[src/ltc_pkg.sv]
// Package for the lexical token classifier: payload structs, token codes,
// recognizer states and the keyword, operator and delimiter tables.
// No dependencies.
package ltc_pkg;

	// Longest prefix that is compared against the tables
	localparam int MATCH_LENGTH = 8;
	localparam int POS_W        = $clog2(MATCH_LENGTH + 1);

	localparam int NUM_KEYS   = 26;
	localparam int NUM_OPS    = 27;
	localparam int NUM_DELS   = 8;
	localparam int WORD_BYTES = 8;
	localparam int LEN_W      = 4;
	localparam int COL_W      = 3;
	localparam int KEY_IDX_W  = $clog2(NUM_KEYS);
	localparam int OP_IDX_W   = $clog2(NUM_OPS);
	localparam int DEL_IDX_W  = $clog2(NUM_DELS);

	// Category codes
	localparam logic [2:0] CAT_KEYWORD    = 3'd0;
	localparam logic [2:0] CAT_OPERATOR   = 3'd1;
	localparam logic [2:0] CAT_DELIMITER  = 3'd2;
	localparam logic [2:0] CAT_IDENTIFIER = 3'd3;
	localparam logic [2:0] CAT_INTEGER    = 3'd4;
	localparam logic [2:0] CAT_FLOAT      = 3'd5;
	localparam logic [2:0] CAT_STRING     = 3'd6;
	localparam logic [2:0] CAT_INVALID    = 3'd7;

	// Token codes
	localparam logic [8:0] KEY_BASE     = 9'd1;
	localparam logic [8:0] OP_BASE      = 9'd50;
	localparam logic [8:0] DEL_BASE     = 9'd100;
	localparam logic [8:0] CODE_IDENT   = 9'd150;
	localparam logic [8:0] CODE_INT     = 9'd151;
	localparam logic [8:0] CODE_ZERO    = 9'd152;
	localparam logic [8:0] CODE_FLOAT   = 9'd153;
	localparam logic [8:0] CODE_STRING  = 9'd154;
	localparam logic [8:0] CODE_INVALID = 9'd404;

	typedef enum logic [3:0] {
		ST_START     = 4'd1,
		ST_IDENT     = 4'd2,
		ST_SIGN      = 4'd3,
		ST_INT       = 4'd4,
		ST_ZERO      = 4'd5,
		ST_STR       = 4'd6,
		ST_POINT     = 4'd7,
		ST_FRAC      = 4'd8,
		ST_STR_DONE  = 4'd9,
		ST_INVALID   = 4'd10,
		ST_SIGN_ZERO = 4'd11
	} rec_state_t;

	typedef struct packed {
		logic [7:0]  character;
		logic        last;
		logic [15:0] line_number;
	} ltc_in_t;

	typedef struct packed {
		logic [2:0]  category;
		logic [8:0]  token_code;
		logic [15:0] line_out;
	} ltc_out_t;

	typedef struct packed {
		logic                 kw_hit;
		logic [KEY_IDX_W-1:0] kw_idx;
		logic                 op_hit;
		logic [OP_IDX_W-1:0]  op_idx;
		logic                 del_hit;
		logic [DEL_IDX_W-1:0] del_idx;
	} ltc_match_t;

	// Text is right-justified: first character sits in byte len-1
	typedef logic [WORD_BYTES-1:0][7:0] word_text_t;

	localparam word_text_t KEY_TEXT [NUM_KEYS] = '{
		"auto", "boolean", "break", "case", "char", "continue", "default",
		"do", "double", "else", "false", "float", "for", "goto", "if",
		"int", "long", "main", "printf", "return", "scanf", "string",
		"switch", "true", "void", "while"
	};
	localparam logic [LEN_W-1:0] KEY_LEN [NUM_KEYS] = '{
		4'd4, 4'd7, 4'd5, 4'd4, 4'd4, 4'd8, 4'd7, 4'd2, 4'd6, 4'd4, 4'd5,
		4'd5, 4'd3, 4'd4, 4'd2, 4'd3, 4'd4, 4'd4, 4'd6, 4'd6, 4'd5, 4'd6,
		4'd6, 4'd4, 4'd4, 4'd5
	};

	localparam word_text_t OP_TEXT [NUM_OPS] = '{
		"!", "!=", "%", "&", "&&", "&=", "*", "*=", "+", "+=", "-", "-=",
		"/", "/=", ":", ":=", "<", "<=", "=", "==", ">", ">=", "?", "^",
		"|", "|=", "||"
	};
	localparam logic [LEN_W-1:0] OP_LEN [NUM_OPS] = '{
		4'd1, 4'd2, 4'd1, 4'd1, 4'd2, 4'd2, 4'd1, 4'd2, 4'd1, 4'd2, 4'd1,
		4'd2, 4'd1, 4'd2, 4'd1, 4'd2, 4'd1, 4'd2, 4'd1, 4'd2, 4'd1, 4'd2,
		4'd1, 4'd1, 4'd1, 4'd2, 4'd2
	};

	localparam word_text_t DEL_TEXT [NUM_DELS] = '{
		"(", ")", ",", ";", "[", "]", "{", "}"
	};
	localparam logic [LEN_W-1:0] DEL_LEN [NUM_DELS] = '{
		4'd1, 4'd1, 4'd1, 4'd1, 4'd1, 4'd1, 4'd1, 4'd1
	};

	// Candidate survives this character
	function automatic logic word_keep(word_text_t text, logic [LEN_W-1:0] len,
			logic [POS_W-1:0] pos, logic [7:0] c);
		logic [POS_W:0] pos_x;
		logic [POS_W:0] len_x;
		logic [COL_W-1:0] col;
		pos_x = {1'b0, pos};
		len_x = (POS_W + 1)'(len);
		col   = COL_W'(len_x - pos_x - 1'b1);
		return (pos_x < (POS_W + 1)'(MATCH_LENGTH)) && (pos_x < len_x) &&
			(text[col] == c);
	endfunction

	// Word ends exactly at this character
	function automatic logic word_full(logic [LEN_W-1:0] len, logic [POS_W-1:0] pos);
		return (POS_W + 1)'(len) == ({1'b0, pos} + 1'b1);
	endfunction

endpackage

[src/ltc_match.sv]
// Candidate mask narrowing and exact-match priority pick for the three tables.
// Depends on ltc_pkg.
module ltc_match (
	input  logic [ltc_pkg::POS_W-1:0]    pos,
	input  logic [7:0]                   character,
	input  logic [ltc_pkg::NUM_KEYS-1:0] kw_mask,
	input  logic [ltc_pkg::NUM_OPS-1:0]  op_mask,
	input  logic [ltc_pkg::NUM_DELS-1:0] del_mask,
	output logic [ltc_pkg::NUM_KEYS-1:0] kw_next,
	output logic [ltc_pkg::NUM_OPS-1:0]  op_next,
	output logic [ltc_pkg::NUM_DELS-1:0] del_next,
	output ltc_pkg::ltc_match_t          match
);
	import ltc_pkg::*;

	always_comb begin
		for (int k = 0; k < NUM_KEYS; k++) begin
			kw_next[k] = kw_mask[k] & word_keep(KEY_TEXT[k], KEY_LEN[k], pos, character);
		end
		for (int k = 0; k < NUM_OPS; k++) begin
			op_next[k] = op_mask[k] & word_keep(OP_TEXT[k], OP_LEN[k], pos, character);
		end
		for (int k = 0; k < NUM_DELS; k++) begin
			del_next[k] = del_mask[k] & word_keep(DEL_TEXT[k], DEL_LEN[k], pos, character);
		end
	end

	// Lowest index wins: scan downward so the last hit written is the lowest
	always_comb begin
		match = '0;
		for (int k = NUM_KEYS - 1; k >= 0; k--) begin
			if (kw_next[k] && word_full(KEY_LEN[k], pos)) begin
				match.kw_hit = 1'b1;
				match.kw_idx = KEY_IDX_W'(k);
			end
		end
		for (int k = NUM_OPS - 1; k >= 0; k--) begin
			if (op_next[k] && word_full(OP_LEN[k], pos)) begin
				match.op_hit = 1'b1;
				match.op_idx = OP_IDX_W'(k);
			end
		end
		for (int k = NUM_DELS - 1; k >= 0; k--) begin
			if (del_next[k] && word_full(DEL_LEN[k], pos)) begin
				match.del_hit = 1'b1;
				match.del_idx = DEL_IDX_W'(k);
			end
		end
	end

endmodule

[src/lexical_token_classifier_top.sv]
// Top level of the lexical token classifier: input register, per-token state,
// recognizer FSM and result register. Depends on ltc_pkg and ltc_match.
//
// Usage: send the bytes of one already-split token, one request per byte,
// with last set on the final byte. The block returns one result per token:
// a category, a token code and the line number of the final byte. Exact
// matches against the keyword table (codes 1..26), operator table (50..76)
// and delimiter table (100..107) win in that order; otherwise a small
// recognizer decides identifier (150), nonzero integer (151), zero (152),
// float (153), string (154) or invalid (404). Only the first MATCH_LENGTH
// bytes take part in table matching. Rate: one byte per clock, sustained
// for as long as results are taken; rsp_valid rises once the final byte
// has passed through the input register and its result has been loaded
// into the result register. req_ready drops only when a final byte sits in
// the input register while the result register still holds an untaken
// result. No reset sweep: the block is ready right after reset.
module lexical_token_classifier_top (
	input  logic             clk,
	input  logic             arst_n,
	input  logic             req_valid,
	output logic             req_ready,
	input  ltc_pkg::ltc_in_t req,
	output logic             rsp_valid,
	input  logic             rsp_ready,
	output ltc_pkg::ltc_out_t rsp
);
	import ltc_pkg::*;

	// Input register
	logic    valid_s1;
	ltc_in_t req_s1;

	// Per-token state
	rec_state_t            state_q;
	rec_state_t            state_n;
	logic [NUM_KEYS-1:0]   kw_mask_q;
	logic [NUM_OPS-1:0]    op_mask_q;
	logic [NUM_DELS-1:0]   del_mask_q;
	logic [POS_W-1:0]      pos_q;
	logic [NUM_KEYS-1:0]   kw_next;
	logic [NUM_OPS-1:0]    op_next;
	logic [NUM_DELS-1:0]   del_next;
	ltc_match_t            match;

	// Result register
	logic     rsp_valid_q;
	ltc_out_t rsp_q;

	logic       advance_s1;
	logic       finish_s1;
	logic [2:0] rec_cat;
	logic [8:0] rec_code;
	ltc_out_t   result;

	// A non-final byte only touches state, so it never waits on the output
	assign advance_s1 = valid_s1 && (!req_s1.last || !rsp_valid_q || rsp_ready);
	assign finish_s1  = advance_s1 && req_s1.last;
	assign req_ready  = !valid_s1 || advance_s1;

	always_ff @(posedge clk or negedge arst_n) begin
		if (!arst_n) begin
			valid_s1 <= 1'b0;
		end else if (req_ready) begin
			valid_s1 <= req_valid;
		end
	end

	always_ff @(posedge clk) begin
		if (req_ready && req_valid) begin
			req_s1 <= req;
		end
	end

	ltc_match u_match (
		.pos       (pos_q),
		.character (req_s1.character),
		.kw_mask   (kw_mask_q),
		.op_mask   (op_mask_q),
		.del_mask  (del_mask_q),
		.kw_next   (kw_next),
		.op_next   (op_next),
		.del_next  (del_next),
		.match     (match)
	);

	// Recognizer next state
	always_comb begin
		logic [7:0] c;
		logic       is_alpha;
		logic       is_digit;
		c        = req_s1.character;
		is_alpha = c inside {[8'h61:8'h7a], [8'h41:8'h5a]};
		is_digit = c inside {[8'h30:8'h39]};
		case (state_q)
			ST_START: begin
				if (is_alpha)                     state_n = ST_IDENT;
				else if (c == "+" || c == "-")    state_n = ST_SIGN;
				else if (c == "0")                state_n = ST_ZERO;
				else if (is_digit)                state_n = ST_INT;
				else if (c == 8'h22)              state_n = ST_STR;
				else                              state_n = ST_INVALID;
			end
			ST_IDENT: begin
				state_n = (is_alpha || is_digit || c == "_") ? ST_IDENT : ST_INVALID;
			end
			ST_SIGN: begin
				if (c == "0")      state_n = ST_SIGN_ZERO;
				else if (is_digit) state_n = ST_INT;
				else               state_n = ST_INVALID;
			end
			ST_INT: begin
				if (is_digit)      state_n = ST_INT;
				else if (c == ".") state_n = ST_POINT;
				else               state_n = ST_INVALID;
			end
			ST_ZERO, ST_SIGN_ZERO: begin
				state_n = (c == ".") ? ST_POINT : ST_INVALID;
			end
			ST_STR: begin
				state_n = (c == 8'h22) ? ST_STR_DONE : ST_STR;
			end
			ST_POINT, ST_FRAC: begin
				state_n = is_digit ? ST_FRAC : ST_INVALID;
			end
			ST_STR_DONE: begin
				state_n = ST_STR_DONE;
			end
			default: begin
				state_n = ST_INVALID;
			end
		endcase
	end

	// Recognizer outputs, decoded from the state after this byte
	always_comb begin
		case (state_n)
			ST_IDENT: begin
				rec_cat  = CAT_IDENTIFIER;
				rec_code = CODE_IDENT;
			end
			ST_INT: begin
				rec_cat  = CAT_INTEGER;
				rec_code = CODE_INT;
			end
			ST_ZERO: begin
				rec_cat  = CAT_INTEGER;
				rec_code = CODE_ZERO;
			end
			ST_FRAC: begin
				rec_cat  = CAT_FLOAT;
				rec_code = CODE_FLOAT;
			end
			ST_STR_DONE: begin
				rec_cat  = CAT_STRING;
				rec_code = CODE_STRING;
			end
			default: begin
				rec_cat  = CAT_INVALID;
				rec_code = CODE_INVALID;
			end
		endcase
	end

	// Table matches take priority over the recognizer
	always_comb begin
		result.line_out = req_s1.line_number;
		if (match.kw_hit) begin
			result.category   = CAT_KEYWORD;
			result.token_code = KEY_BASE + 9'(match.kw_idx);
		end else if (match.op_hit) begin
			result.category   = CAT_OPERATOR;
			result.token_code = OP_BASE + 9'(match.op_idx);
		end else if (match.del_hit) begin
			result.category   = CAT_DELIMITER;
			result.token_code = DEL_BASE + 9'(match.del_idx);
		end else begin
			result.category   = rec_cat;
			result.token_code = rec_code;
		end
	end

	// Token state: back to start after the final byte
	always_ff @(posedge clk or negedge arst_n) begin
		if (!arst_n) begin
			state_q    <= ST_START;
			kw_mask_q  <= '1;
			op_mask_q  <= '1;
			del_mask_q <= '1;
			pos_q      <= '0;
		end else if (advance_s1) begin
			if (req_s1.last) begin
				state_q    <= ST_START;
				kw_mask_q  <= '1;
				op_mask_q  <= '1;
				del_mask_q <= '1;
				pos_q      <= '0;
			end else begin
				state_q    <= state_n;
				kw_mask_q  <= kw_next;
				op_mask_q  <= op_next;
				del_mask_q <= del_next;
				if (pos_q < POS_W'(MATCH_LENGTH)) begin
					pos_q <= pos_q + 1'b1;
				end
			end
		end
	end

	always_ff @(posedge clk or negedge arst_n) begin
		if (!arst_n) begin
			rsp_valid_q <= 1'b0;
		end else if (finish_s1) begin
			rsp_valid_q <= 1'b1;
		end else if (rsp_ready) begin
			rsp_valid_q <= 1'b0;
		end
	end

	always_ff @(posedge clk) begin
		if (finish_s1) begin
			rsp_q <= result;
		end
	end

	assign rsp_valid = rsp_valid_q;
	assign rsp       = rsp_q;

`ifndef SYNTHESIS
	a_pos_bound: assert property (@(posedge clk) disable iff (!arst_n)
		pos_q <= POS_W'(MATCH_LENGTH))
		else $error("position count above match length");

	a_token_restart: assert property (@(posedge clk) disable iff (!arst_n)
		finish_s1 |=> (state_q == ST_START && pos_q == '0 && (&kw_mask_q)))
		else $error("token state not restarted after final byte");

	a_stall_cause: assert property (@(posedge clk) disable iff (!arst_n)
		!req_ready |-> (valid_s1 && req_s1.last && rsp_valid_q && !rsp_ready))
		else $error("input stalled without a blocked result");

	a_result_load: assert property (@(posedge clk) disable iff (!arst_n)
		finish_s1 |=> (rsp_valid && rsp == $past(result)))
		else $error("result register not loaded");

	a_keyword_range: assert property (@(posedge clk) disable iff (!arst_n)
		(rsp_valid && rsp.category == CAT_KEYWORD) |->
			(rsp.token_code >= KEY_BASE && rsp.token_code < KEY_BASE + 9'(NUM_KEYS)))
		else $error("keyword code out of range");
`endif

endmodule
[config.mk]
export PLATFORM = sky130hd
export DESIGN_NAME = lexical_token_classifier_top
export DESIGN_NICKNAME = d
export VERILOG_FILES = /design/src/ltc_pkg.sv /design/src/ltc_match.sv /design/src/lexical_token_classifier_top.sv
export SDC_FILE = /design/constraint.sdc
export NUM_CORES = 1
export LEC_CHECK = 0
export BUFFER_PORTS_ARGS = -buffer_cell sky130_fd_sc_hd__buf_2
export CAP_MARGIN = 5
export CELL_PAD_IN_SITES_DETAIL_PLACEMENT = 0
export CELL_PAD_IN_SITES_GLOBAL_PLACEMENT = 1
export CORE_MARGIN = 1.5
export CORE_UTILIZATION = 50
export DETAILED_ROUTE_END_ITERATION = 8
export PLACE_DENSITY_LB_ADDON = 0.1
export SLEW_MARGIN = 20
export SYNTH_ARGS = -nofsm -noshare
export SYNTH_HDL_FRONTEND = slang
export SYNTH_SLANG_ARGS = --single-unit
[constraint.sdc]
create_clock -name clk -period 9.6 [get_ports clk]
set_input_delay 1.92 -clock clk [delete_from_list [all_inputs] [get_ports clk]]
set_output_delay 1.92 -clock clk [all_outputs]
set_load 0.03 [all_outputs]
# --- Word level (Yosys, flattened, before mapping) ---
# Memory sizes are Yosys's and may differ from the RTL's.
# Cells that the tools add are included.
# W data, S select, Z words.
op_classes:
  reduce_logical: 153
  eq_ne: 90
  mux: 148
  bitwise_logic: 61
  order_cmp: 23
  add_sub_neg: 21
op_table:
  columns: ["operator", "count"]
  rows:
  - ["$mux W8", 62]
  - ["$eq A8 B8 Y1", 61]
  - ["$mux W6", 53]
  - ["$logic_and A1 B1 Y1", 135]
  - ["$mux W4", 22]
  - ["$and A1 B1 Y1", 61]
  - ["$pmux W9 S5", 1]
  - ["$eq A8 B6 Y1 const B", 5]
  - ["$lt A3 B4 Y1 const B", 8]
  - ["$pmux W4 S8", 1]
  - ["$mux W27", 1]
  - ["$mux W26", 1]
  - ["$eq A4 B3 Y1 const B", 6]
  - ["$sub A3 B1 Y3 const B", 8]
  - ["$eq A3 B5 Y1 const A", 4]
  - ["$eq A4 B4 Y1 const B", 5]
  - ["$ge A8 B7 Y1 const B", 2]
  - ["$le A8 B7 Y1 const B", 2]
  - ["$lt A4 B3 Y1 const B", 4]
  - ["$eq A4 B2 Y1 const B", 3]
  - ["$pmux W3 S4", 1]
  - ["$sub A3 B3 Y3 const A", 4]
  - ["$mux W11", 1]
  - ["$eq A2 B5 Y1 const A", 2]
  - ["other kinds (26)", 43]
word_totals:
  out_inout_bits: 30
  ff_bits: 124
  mem_count: 61
  input_bits: 29
  rom_bits: 3904
  word_cells: 572
memory_table:
  columns: ["name", "words", "width", "read_ports", "rd_clocked_by_memory_dff", "wr", "line", "rtl"]
  rows:
  - ["(no name shown)", 8, 8, 1, 0, 0, "ltc_pkg.sv:119", "(text[col] == c);"]
  - ["(no name shown)", 8, 8, 1, 0, 0, "ltc_pkg.sv:119", null]
  - ["(no name shown)", 8, 8, 1, 0, 0, "ltc_pkg.sv:119", null]
  - ["(no name shown)", 8, 8, 1, 0, 0, "ltc_pkg.sv:119", null]
  - ["(no name shown)", 8, 8, 1, 0, 0, "ltc_pkg.sv:119", null]
  - ["(no name shown)", 8, 8, 1, 0, 0, "ltc_pkg.sv:119", null]
  - ["+55 memories", null, null, null, null, null, null, null]

# --- Depth between registers and ports, before layout ---
depth:
  word_depth: 38
  depth_mapped: 24
  ltp_nobuf: 19

# --- By module ---
# A second synthesis with hierarchy kept.
unflattened:
  hier_cells: 1266
  hier_area_um2: 10211.0
by_module_without_submodules:
  columns: ["mod", "cells_each", "area_each_um2", "seq_area_each_um2", "instances"]
  rows:
  - ["lexical_token_classifier_top", 499, 5415.2, 3445.8, 1]
  - ["ltc_match", 767, 4795.8, 0.0, 1]

# --- Worst setup path after synthesis ---
# Ideal clock, no wire load.
synth_timing:
  path_kind: "register -> register"
  start: "register pos_q[1]"
  end: "register rsp_q (netlist bit rsp[18]), data pin"
  slack_ns: 4.782
  path_buffers: 5
  arrival_time_ns: 4.563
  setup_ns: 0.255
  stages_incl_launch_ff: 22
  synth_period_minus_slack_ns: 4.818
  cell_sequence: "dfrtp_1 clkbuf_1 inv_1 ha_1 clkbuf_1 clkbuf_1 inv_1 ha_1 buf_2 nor3_1 o21a_1 clkbuf_1 nand2_1 or4_1 nand3_1 nand2b_1 nand2_1 a21oi_1 nor2_1 ha_1 or2_0 a31o_1"
synth_lines:
  columns: ["item", "line", "rtl"]
  rows:
  - ["start: declaration", "lexical_token_classifier_top.sv:39", "logic [POS_W-1:0] pos_q;"]
  - ["start signal: assignment", "lexical_token_classifier_top.sv:203", "pos_q <= pos_q + 1'b1;"]
  - ["end signal: assignment", "lexical_token_classifier_top.sv:221", "rsp_q <= result;"]
  - ["end: declaration", "lexical_token_classifier_top.sv:47", "ltc_out_t rsp_q;"]

==> reports/results.txt <==
Inst Count DP: 1,544
routed len/inst: 24.1 um
Final Critical Period: 6.02 ns
root buf cell: clkbuf_16
row cnt: 53
Fin. Hold Viols: 0
final WL: 38,000 um
syn_area_per_cell: 8.20 um2
Synth cell types: 96
Vias: 10,616
Synth top area share: 15.3%
CTS Buffer Depth: 2
Starting Density: 50.7%
startpoint types: flip-flop
# Max-Cap Violations: 0
First DRT Iteration DRCs: 1,190
drt drc: 0
share of layout cells above drive strength 1: 15.8%
Post-Syn Area: 10,600 um2
H-tree Lvls: 4
Post-CTS Resized: 0
vias in the first global route: 9,677
# nets final: 1,335
final worst-path cycle share: 62.7%
reg2reg setup slack: 3.58 ns
largest net degree at the start of global routing: 72
post-synthesis sequential area ratio: 32.5%
leading area contributor after synthesis: dfstp_2
IO Pins: 59
hold crit path type: reg2reg
final cell count without fillers: 1,576
DIE WIDTH: 149 um
CTS tree: yes
global route total overflow: 0
type of the worst setup path: reg2reg
full die area: 22,100 um2
dpl hpwl: 25,500 um
Top FF cell, synth: dfstp_2
worst skew pair latency: 0.43 ns
RSZ-0062 raised after global routing: no
Sink Count: 124
Post-synth EDFFs: 53
crit path DAT: 6.18 ns
area grow syn2layout: 8.72%
antenna diode count: 0
syn_nets: 1,342
worst relative slew slack: 23.5%
Fin Setup TNS: 0 ns
first-pass GRT wire length: 57,700 um
core area: 21,000 um2
Port Buffers: 58
Pre-Repair DR Iteration Count: 5
Hold Crit Endpoint: rsp[0]
GPL Wtd Cong: 0.978
Clock Skew: 0.0125 ns
DIE HEIGHT: 149 um
FFs w/ async S/R, synth: 57.3%
f_max: 166 MHz
max-slew violation count: 0
Hold Path Depth: 0
Pleak: 4.34 nW
Hold Slack: 0.416 ns
TritonCTS buffer count: 17
Worst Hold Launch: req_s1[0]
worst r2r src: pos_q[0]
initial antenna violation count: 0
postcts setup bufs: 0
ranking of synthesized cells by area: dfstp_2 (15%), edfxtp_1 (15%), nand2_1 (4.0%)
CP max FO: 27
clk slew on worst S/H paths: 0.07 ns
critical path required time: 9.76 ns
VDD IR max: 0.145 mV
Crit. End Element: flip-flop
GRT Resource Usage Total: 34.6%
PD cells: 188 nW/um2
Setup-failing EPs final: 0
status: complete, no violations
cell count after synthesis: 1,295
worst slew pin tran: 1.14 ns
Seq cells post-synth: 124
Worst Reg-to-Reg Cells: 17
Post-CTS Hold Fix Bufs: 0
antenna viol nets, final: 0
r2r endpoint: rsp[20]
Ys Warns: 0
Via-to-Cell Ratio: 6.74
==> metal layers <==
metal / GRT usage [%] / up-vias / share of wire, %
met1: 46.7 / 5050 / 42
met3: 11.0 / 97 / 11
met5: 0 / - / 0
li1: - / 4853 / -
met2: 51.0 / 616 / 43
met4: 14.4 / 0 / 3.7
==> how the worst max path moves through the flow <==
| stage | start | endpoint | slack, ns | cells past startpoint |
|---|---|---|---|---|
| floorplan | pos_q[1] | rsp[18] | 4.78 | 21 |
| global placement | pos_q[0] | rsp[18] | 4.14 | 17 |
| detailed placement | pos_q[0] | rsp[20] | 3.93 | 17 |
| CTS | pos_q[0] | rsp[20] | 3.78 | 17 |
| global route | pos_q[0] | rsp[20] | 3.39 | 17 |
| finish | pos_q[0] | rsp[20] | 3.58 | 17 |
==> synthesized netlist by cell type, drive strengths merged (22+ instances only) <==
library cell	instances
and2	23
nor4	22
dfstp	62
nor2	81
nand2b	25
xor2	30
nand2	114
buf	51
o21ai	92
a21oi	78
nor3	49
nand3	63
clkbuf	56
nand4	22
edfxtp	53
and3	27
xnor2	42
nor2b	27
inv	34
==> state kept, by name, summed over array words and instances, names as in the netlist <==
| signal | count |
|---|---|
| rsp | 28 |
| op_mask_q | 27 |
| kw_mask_q | 26 |
| req_s1 | 25 |
| del_mask_q | 8 |
| pos_q | 4 |
| state_q | 4 |
| rsp_valid | 1 |
| valid_s1 | 1 |
==> power breakdown <==
part | total [W] | switching (W) | internal, W
Clock | 0.000651 | 0.000283 | 0.000368
Sequential | 0.000681 | 0.0000403 | 0.000640
Combinational | 0.000839 | 0.000560 | 0.000279
Total | 0.00217 | 0.000883 | 0.00129
==> metrics by stage <==
stage / utilization (%) / power [W] / setup WS (ns) / cell area [um2]
finish: 55.1 / 0.00217 / 3.58 / 11500
global placement: 52.3 / 0.00150 / 4.14 / 11000
global route: 55.1 / 0.00227 / 3.39 / 11500
floorplan: - / 0.00129 / 4.78 / 10600
CTS: 55.1 / 0.00215 / 3.78 / 11500
detailed placement: 52.3 / 0.00150 / 3.93 / 11000
==> worst max-delay path: stages, from the launching register on <==
cell	delay, ns
dfrtp_1	0.48
buf_4	0.31
ha_1	0.64
inv_1	0.28
ha_1	0.93
nor2b_1	0.16
mux2_2	0.34
or4_1	0.52
nor4b_1	0.61
or3_1	0.21
a311oi_1	0.06
a211o_1	0.33
nor2_1	0.09
a21oi_1	0.11
ha_1	0.26
nor4b_1	0.15
a21oi_1	0.14
o211ai_1	0.11
==> final cells by class <==
cell class | count | area, um2
Clock buffer | 20 | 479
Clock inverter | 12 | 97.6
Fill cell | 1961 | 9410
Inverter | 35 | 133
Multi-Input combinational cell | 1029 | 6580
Sequential cell | 124 | 3450
Tap cell | 275 | 344
Timing Repair Buffer | 81 | 465
==> cell usage in the layout, fill, tap and decap left out, drive strengths merged, types with 10 or more instances in the layout <==
master,synthesis,routed
nand2b,25,25
dfstp,62,62
clkbuf,56,20
o211ai,18,18
and2,23,23
or2,15,15
xnor2,42,42
or3,21,21
nand3,63,63
inv,34,40
nor4,22,22
a31oi,20,20
nor3b,10,10
mux2i,18,18
a211oi,12,12
and3,27,27
nor2,81,81
a32oi,11,11
and4,10,10
nand2,114,114
ha,18,18
nor4b,16,16
a21oi,78,78
xor2,30,30
buf,51,81
nand4,22,22
nor3,49,49
o21ai,92,92
nor2b,27,27
edfxtp,53,53
==> kinds of logic (layout without fill, tap and decap cells) <==
family	count (synthesis)	count (layout)	share of synthesized area, %
simple gates	562	562	29.0
compound gates	352	352	22.3
flops	124	124	32.5
fa+ha+maj	18	18	2.12
xor+xnor	72	72	5.94
mux	25	25	2.55
buf+inv	142	148	5.61
Power figures use the tool's default switching activity.
